<file path="src/rtl/block_entropy_meter_macros.svh">
// Assertion macros shared by the block entropy meter RTL.
`ifndef BLOCK_ENTROPY_METER_MACROS_SVH
`define BLOCK_ENTROPY_METER_MACROS_SVH

// Same-cycle implication, checked outside reset.
`define BEM_ASSERT_NOW(lbl, ante, cons) \
    lbl: assert property (@(posedge i_clk) disable iff (!i_rst_n) (ante) |-> (cons)) \
        else $error("block_entropy_meter check failed");

// Next-cycle implication, checked outside reset.
`define BEM_ASSERT_NEXT(lbl, ante, cons) \
    lbl: assert property (@(posedge i_clk) disable iff (!i_rst_n) (ante) |=> (cons)) \
        else $error("block_entropy_meter check failed");

`endif

</file>
<file path="src/rtl/bem_pkg.sv">
// Types and constants of the block entropy meter.
package bem_pkg;

    localparam int CNT_W  = 32;   // histogram counter and step count width
    localparam int N_W    = 36;   // count times block length
    localparam int FRAC_W = 24;   // fraction bits of logs and probabilities
    localparam int LOG_W  = 30;   // Q6.24 log2 value
    localparam int E_W    = 6;    // exponent of a 36-bit value
    localparam int M_W    = 31;   // log mantissa
    localparam int P_W    = 29;   // clamped probability
    localparam int ENT_W  = 29;   // entropy result
    localparam int ACC_W  = 48;   // signed sum of terms
    localparam int LEN_W  = 4;    // block length register

    localparam logic [LEN_W-1:0] LEN_RESET = 4'd8;
    localparam logic [P_W-1:0]   P_MAX     = 29'h1000_0000;

    localparam logic [1:0] OPC_BIT     = 2'd0;
    localparam logic [1:0] OPC_MEASURE = 2'd1;
    localparam logic [1:0] OPC_CLEAR   = 2'd2;

    typedef enum logic [3:0] {
        ST_CLEAR, ST_IDLE, ST_UPD, ST_LOGS, ST_RD, ST_RDW,
        ST_GO, ST_CALC, ST_MUL, ST_ACC, ST_FIN, ST_OUT
    } t_state;

    typedef enum logic [1:0] {LG_IDLE, LG_NORM, LG_MUL, LG_ADJ} t_log_state;

    typedef enum logic {DV_IDLE, DV_RUN} t_div_state;

endpackage

</file>
<file path="src/rtl/bem_log2.sv">
// Iterative fixed-point log2: normalize one bit a cycle, then 24 squaring steps.
module bem_log2
    import bem_pkg::*;
(
    input  logic             i_clk,
    input  logic             i_rst_n,
    input  logic             i_start,
    input  logic [N_W-1:0]   i_x,
    output logic             o_busy,
    output logic [LOG_W-1:0] o_log
);

    t_log_state        r_state, n_state;
    logic [N_W-1:0]    r_x, n_x;
    logic [E_W-1:0]    r_e, n_e;
    logic [M_W-1:0]    r_m, n_m;
    logic [2*M_W-1:0]  r_sq, n_sq;
    logic [FRAC_W-1:0] r_frac, n_frac;
    logic [4:0]        r_cnt, n_cnt;
    logic [31:0]       w_t;

    assign w_t = r_sq[61:30];

    always_comb begin
        n_state = r_state;
        case (r_state)
            LG_IDLE: if (i_start) n_state = LG_NORM;
            LG_NORM: if (r_x[N_W-1] || r_e == '0) n_state = LG_MUL;
            LG_MUL:  n_state = LG_ADJ;
            LG_ADJ:  n_state = (r_cnt == '0) ? LG_IDLE : LG_MUL;
            default: n_state = LG_IDLE;
        endcase
    end

    always_comb begin
        n_x = r_x;
        n_e = r_e;
        n_m = r_m;
        n_sq = r_sq;
        n_frac = r_frac;
        n_cnt = r_cnt;
        case (r_state)
            LG_IDLE: begin
                if (i_start) begin
                    n_x = i_x;
                    n_e = E_W'(N_W - 1);
                    n_frac = '0;
                    n_cnt = 5'd23;
                end
            end
            LG_NORM: begin
                if (r_x[N_W-1] || r_e == '0) begin
                    n_m = r_x[N_W-1:N_W-M_W];
                end else begin
                    n_x = {r_x[N_W-2:0], 1'b0};
                    n_e = r_e - 1'b1;
                end
            end
            LG_MUL: n_sq = r_m * r_m;
            LG_ADJ: begin
                // A square at or above two halves the mantissa and yields a one bit.
                n_m = w_t[31] ? w_t[31:1] : w_t[30:0];
                n_frac = {r_frac[FRAC_W-2:0], w_t[31]};
                n_cnt = r_cnt - 1'b1;
            end
            default: ;
        endcase
    end

    always_ff @(posedge i_clk) begin
        if (!i_rst_n) begin
            r_state <= LG_IDLE;
        end else begin
            r_state <= n_state;
        end
        r_x <= n_x;
        r_e <= n_e;
        r_m <= n_m;
        r_sq <= n_sq;
        r_frac <= n_frac;
        r_cnt <= n_cnt;
    end

    assign o_busy = (r_state != LG_IDLE);
    assign o_log = {r_e, r_frac};

endmodule

</file>
<file path="config.mk">
export PLATFORM = sky130hd
export DESIGN_NAME = bem_log2
export DESIGN_NICKNAME = d
export VERILOG_FILES = /design/src/rtl/block_entropy_meter_macros.svh /design/src/rtl/bem_pkg.sv /design/src/rtl/bem_log2.sv
export SDC_FILE = /design/constraint.sdc
export NUM_CORES = 2
export LEC_CHECK = 0
export ABC_AREA = 1
export CAP_MARGIN = 20
export CELL_PAD_IN_SITES_DETAIL_PLACEMENT = 0
export CELL_PAD_IN_SITES_GLOBAL_PLACEMENT = 1
export CORE_MARGIN = 4
export CORE_UTILIZATION = 40
export DETAILED_ROUTE_END_ITERATION = 10
export DONT_BUFFER_PORTS = 1
export GPL_TIMING_DRIVEN = 0
export MAX_ROUTING_LAYER = met4
export PLACE_DENSITY = 0.65
export SYNTH_ARGS = -nofsm -noshare
export SYNTH_HDL_FRONTEND = slang
export SYNTH_SLANG_ARGS = --single-unit
export TNS_END_PERCENT = 10
</file>
<file path="constraint.sdc">
create_clock -name i_clk -period 7.37 [get_ports i_clk]
set_clock_uncertainty 0.15 [all_clocks]
set_input_delay 0.737 -clock i_clk [delete_from_list [all_inputs] [get_ports i_clk]]
set_output_delay 0.737 -clock i_clk [all_outputs]
set_load 0.05 [all_outputs]
</file>
== Word level (Yosys, flattened, before mapping) ==
Cells that the tools add are included.

* Add/sub/neg operators: 2
* Multiply operators: 1
* Equality and inequality tests: 6
* Mux-type cells: 17
* Reduce and logical (&&, ||, !) cells: 12

{| class="wikitable"
|+ Operators by type and width
! operator !! number
|-
| 36-bit two-way mux || 2
|-
| 36-bit one-hot mux with 2 select lines || 1
|-
| 31-bit by 31-bit multiplier with 62-bit output || 1
|-
| 31-bit two-way mux || 2
|-
| 31-bit one-hot mux with 2 select lines || 1
|-
| 24-bit one-hot mux with 2 select lines || 1
|-
| 24-bit two-way mux || 1
|-
| 6-bit two-way mux || 2
|-
| 6-bit one-hot mux with 2 select lines || 1
|-
| 5-bit one-hot mux with 2 select lines || 1
|-
| 2-bit one-hot mux with 4 select lines || 1
|-
| 2-bit nonzero test || 4
|-
| 6-bit logical NOT || 1
|-
| 2-bit two-way mux || 3
|-
| 2-bit != test, second input constant || 3
|-
| 2-bit AND reduction || 3
|-
| 6-bit by 1-bit subtractor with 6-bit output, second input constant || 1
|-
| 5-bit logical NOT || 1
|-
| 5-bit two-way mux || 1
|-
| 5-bit by 1-bit subtractor with 5-bit output, second input constant || 1
|-
| 2-bit == test, second input constant || 2
|-
| 3-bit AND reduction || 1
|-
| 2-bit by 1-bit == test with 1-bit output, second input constant || 1
|-
| 2-bit logical NOT || 1
|-
| 1-bit logical OR || 1
|}

* Register bits: 166
* Input port bits: 39

== Longest topological paths before layout ==
* Word-level depth: 4
* Gate-level depth with buffers: 33

== Worst setup path after synthesis ==
No wires, ideal clock.

* Path type: reg-to-reg
* Start point: register r_m[18]
* End point: register r_sq[54], data pin
* Library setup time: 252 ps
* Arrival: 6371 ps
* Data required time: 6968 ps
* Path slack: 597 ps
* Stages on the path, launching flop included: 28
* Clock period less this slack: 6773 ps
* Cell sequence: edfxtp_1 > clkbuf_1 > clkbuf_1 > nand2_1 > fa_1 > inv_1 > fa_1 > inv_1 > fa_1 > fa_1 > inv_1 > fa_1 > fa_1 > fa_1 > inv_1 > fa_1 > inv_1 > ha_1 > nand2_1 > inv_1 > a21oi_1 > inv_1 > a21oi_1 > nand2_1 > a21oi_1 > nand2_1 > nand2_1 > nand2_1

* Word-level cells in the longest chain between the ends: 1

{| class="wikitable"
|+ Ends and longest elaborated chain
! item !! RTL line !! source
|-
| start: declaration || bem_log2.sv:16 || <nowiki>logic [M_W-1:0] r_m, n_m;</nowiki>
|-
| start signal: assignment || bem_log2.sv:78 || <nowiki>r_m <= n_m;</nowiki>
|-
| 31-bit by 31-bit multiplier with 62-bit output || bem_log2.sv:59 || <nowiki>LG_MUL: n_sq = r_m * r_m;</nowiki>
|-
| end signal: assignment || bem_log2.sv:79 || <nowiki>r_sq <= n_sq;</nowiki>
|-
| end: declaration || bem_log2.sv:17 || <nowiki>logic [2*M_W-1:0] r_sq, n_sq;</nowiki>
|}

No other way between the ends.
A chain may end at the register's enable or synchronous reset.

== Final worst setup path ==
* Start point: register r_m[17]
* End point: register r_sq[56], data pin

The elaborated chain is that of the path after synthesis.

==> metrics.md <==
| Metric | Value |
|---|---|
| Area delta synth->final | `12.1%` |
| Max-Cap Viols | `0` |
| Wirelength per Cell | `22.1 um` |
| Grt ovf | `0` |
| Commonest non-fill, non-tap cells in the layout | `inv_1, nand2_1, fa_1` |
| Routed Antenna Nets | `0` |
| Final WL | `120000 um` |
| Reg2Reg Capture Point | `r_sq[56]$_DFFE_PP_` |
| Commonest non-fill, non-tap cell in the layout | `inv_1` |
| Mapped Cells | `4163` |
| Measured slew at the worst slew-check pin | `0.817 ns` |
| Synth top area share | `43.3%` |
| Row count | `107` |
| Synth Cell Area | `0.0345 mm^2` |
| CORE AREA | `0.0854 mm^2` |
| CTS tree | `done` |
| Detailed-route DRC error count | `0` |
| Starting Density | `40.4%` |
| Die Height | `302 um` |
| CTS sink count | `136` |
| Crit-path most repeated cell | `nand2_1` |
| Critical path depth | `27` |
| Critical path's largest stage delay | `0.66 ns` |
| DRT Pass-1 Iters | `6` |
| Critical Path RT | `7.45 ns` |
| Worst Path Buf+Inv | `7` |
| Clk pin slew, worst setup/hold paths | `0.07 ns` |
| RePlAce Congestion | `0.967` |
| Clock Tree Root | `clkbuf_16` |
| Worst skew pair latency | `0.48 ns` |
| Syn nets | `5222` |
| Placed cell areas | `0.0362 mm^2` |
| Seq/Total Area, Yosys | `11.8%` |
| Post-route cell area | `0.0387 mm^2` |
| Total Neg Setup Slack | `0 ns` |
| Avg Vias per Cell | `4.83` |
| Full die area | `0.0910 mm^2` |
| IO buf count | `0` |
| Relative slew slack | `45.5%` |
| Cts hold-fix bufs | `0` |
| CP delay by family, top | `adder cells` |
| Syn Area/Cell | `8.29 um^2` |
| Setup crit end kind | `register` |
| Min-delay src | `i_rst_n` |
| Hold path cells | `2` |
| Dpl hpwl | `102000 um` |
| Antenna violations before repair | `6` |
| FF-to-FF setup slack | `0.11 ns` |
| First-pass GRT wire length | `180000 um` |
| Period minus WS final | `7.26 ns` |
| Final Hold Fails | `0` |
| RSZ-0062 raised after global routing | `yes` |
| Vias in the first global route | `27500` |
| GRT Total Usage | `28.1%` |
| Final Util | `45.3%` |
| CTS max path bufs | `2` |
| Post-layout net count | `5314` |
| Slowest-stage cell, CP | `fa_2` |
| Max Clk Rate | `138 MHz` |
| WP data arrival | `7.34 ns` |
| Share of cells above drive strength 1 | `9.18%` |
| Largest net degree at the start of global routing | `28` |
| Yosys reg bits | `136` |
| Top cells by area, synth | `fa_1, inv_1, edfxtp_1` |
| R2R cell count | `27` |
| Clock H-tree levels | `4` |
| Die width | `302 um` |
| Synth area leader | `fa_1` |
| Worst R2R Start | `r_m[17]$_DFFE_PP_` |
| Post-Layout Cell Count | `5416` |
| Inst Count DP | `5321` |
| CP max FO | `10` |
| Min-delay worst type | `in -> reg` |
| Startpoint Class | `register` |
| Count of different cell masters after synthesis | `36` |
| Fin crit share | `98.4%` |
| Finish-stage setup viols | `0` |
| Outcome | `complete, no violations` |
| Via count | `26200` |
| IO Pins | `70` |
| Critical path type | `reg -> reg` |
| Num CTS Buffers | `17` |
| YS warnings | `0` |
| Max-slew violations | `0` |
| Worst Hold Endpoint | `r_state[0]$_SDFFE_PN0P_` |
| Drt first-iter violations | `2019` |
-- area by class of cell --
class	count	area [um^2]
Tap cell	1144	1430
Fill cell	8773	46700
Multi-Input combinational cell	2525	25500
Buffer	111	1050
Clock buffer	17	425
Antenna cell	4	10.0
Clock inverter	15	179
Timing Repair Buffer	80	792
Inverter	1384	5190
Sequential cell	136	4060
-- per-layer routing --
metal / global-route usage, % / up-vias / wire length [um]
met5: - / - / 0
li1: - / 12000 / -
met3: 4.07 / 167 / 7820
met2: 45.2 / 869 / 56600
met4: 7.30 / 0 / 3840
met1: 37.7 / 13100 / 51300
-- state kept, by name (all words and copies together) (netlist names) --
name / count
r_e: 6
r_m: 31
r_x: 36
r_sq: 32
r_frac: 24
r_state: 2
r_cnt: 5
-- stage by stage --
step,setup WS [ns],hold WS (ns)
5_1_grt,-0.0319,0.235
6_report,0.115,0.259
3_3_place_gp,-1.84,0.349
2_1_floorplan,0.597,0.344
3_5_place_dp,-1.83,0.354
4_1_cts,-0.0340,0.221
-- what timing repair did --
| action | CTS | global route |
|---|---|---|
| setup endpoints to repair | 32 | 32 |
| buffers inserted | 40 | 26 |
| gates resized for setup | 262 | 237 |
| pin swaps | 4 | 54 |
-- cells in the mapped netlist, drive strengths merged --
library cell / n
clkbuf: 95
inv: 1384
buf: 23
o21ai: 86
ha: 273
and2: 4
nor2: 174
nor4: 2
o21bai: 15
o22ai: 30
xor2: 23
a31oi: 1
o21a: 1
edfxtp: 134
nand3b: 1
o31ai: 1
nand3: 55
xnor2: 15
a21o: 2
dfxtp: 2
nand4: 13
nor3: 7
nand2: 995
a31o: 2
a21oi: 71
o2111a: 1
fa: 747
or2: 6
-- cell families after synthesis --
family                   after synthesis  synth area share, %
XOR/XNOR                              38                0.965
flip-flops                           136                 11.8
adder cells (fa/ha/maj)             1020                 53.2
buffers and inverters               1502                 16.4
AND/OR/NAND/NOR                     1257                 14.3
AO/OA/AOI/OAI                        210                 3.35
-- worst max-delay path by stage --
stage | start | slack, ns | endpoint
after floorplan | r_m[18]$_DFFE_PP_ | 0.60 | r_sq[54]$_DFFE_PP_
after global placement | r_m[13]$_DFFE_PP_ | -1.84 | r_sq[54]$_DFFE_PP_
after detailed placement | r_m[13]$_DFFE_PP_ | -1.83 | r_sq[54]$_DFFE_PP_
after CTS | r_m[4]$_DFFE_PP_ | -0.03 | r_sq[54]$_DFFE_PP_
after global routing | r_m[8]$_DFFE_PP_ | -0.03 | r_sq[52]$_DFFE_PP_
final | r_m[17]$_DFFE_PP_ | 0.11 | r_sq[56]$_DFFE_PP_
Power is left out: the tool's default activity adds up to more than one toggle a clock period on the data nets, which glitch-free logic cannot reach.
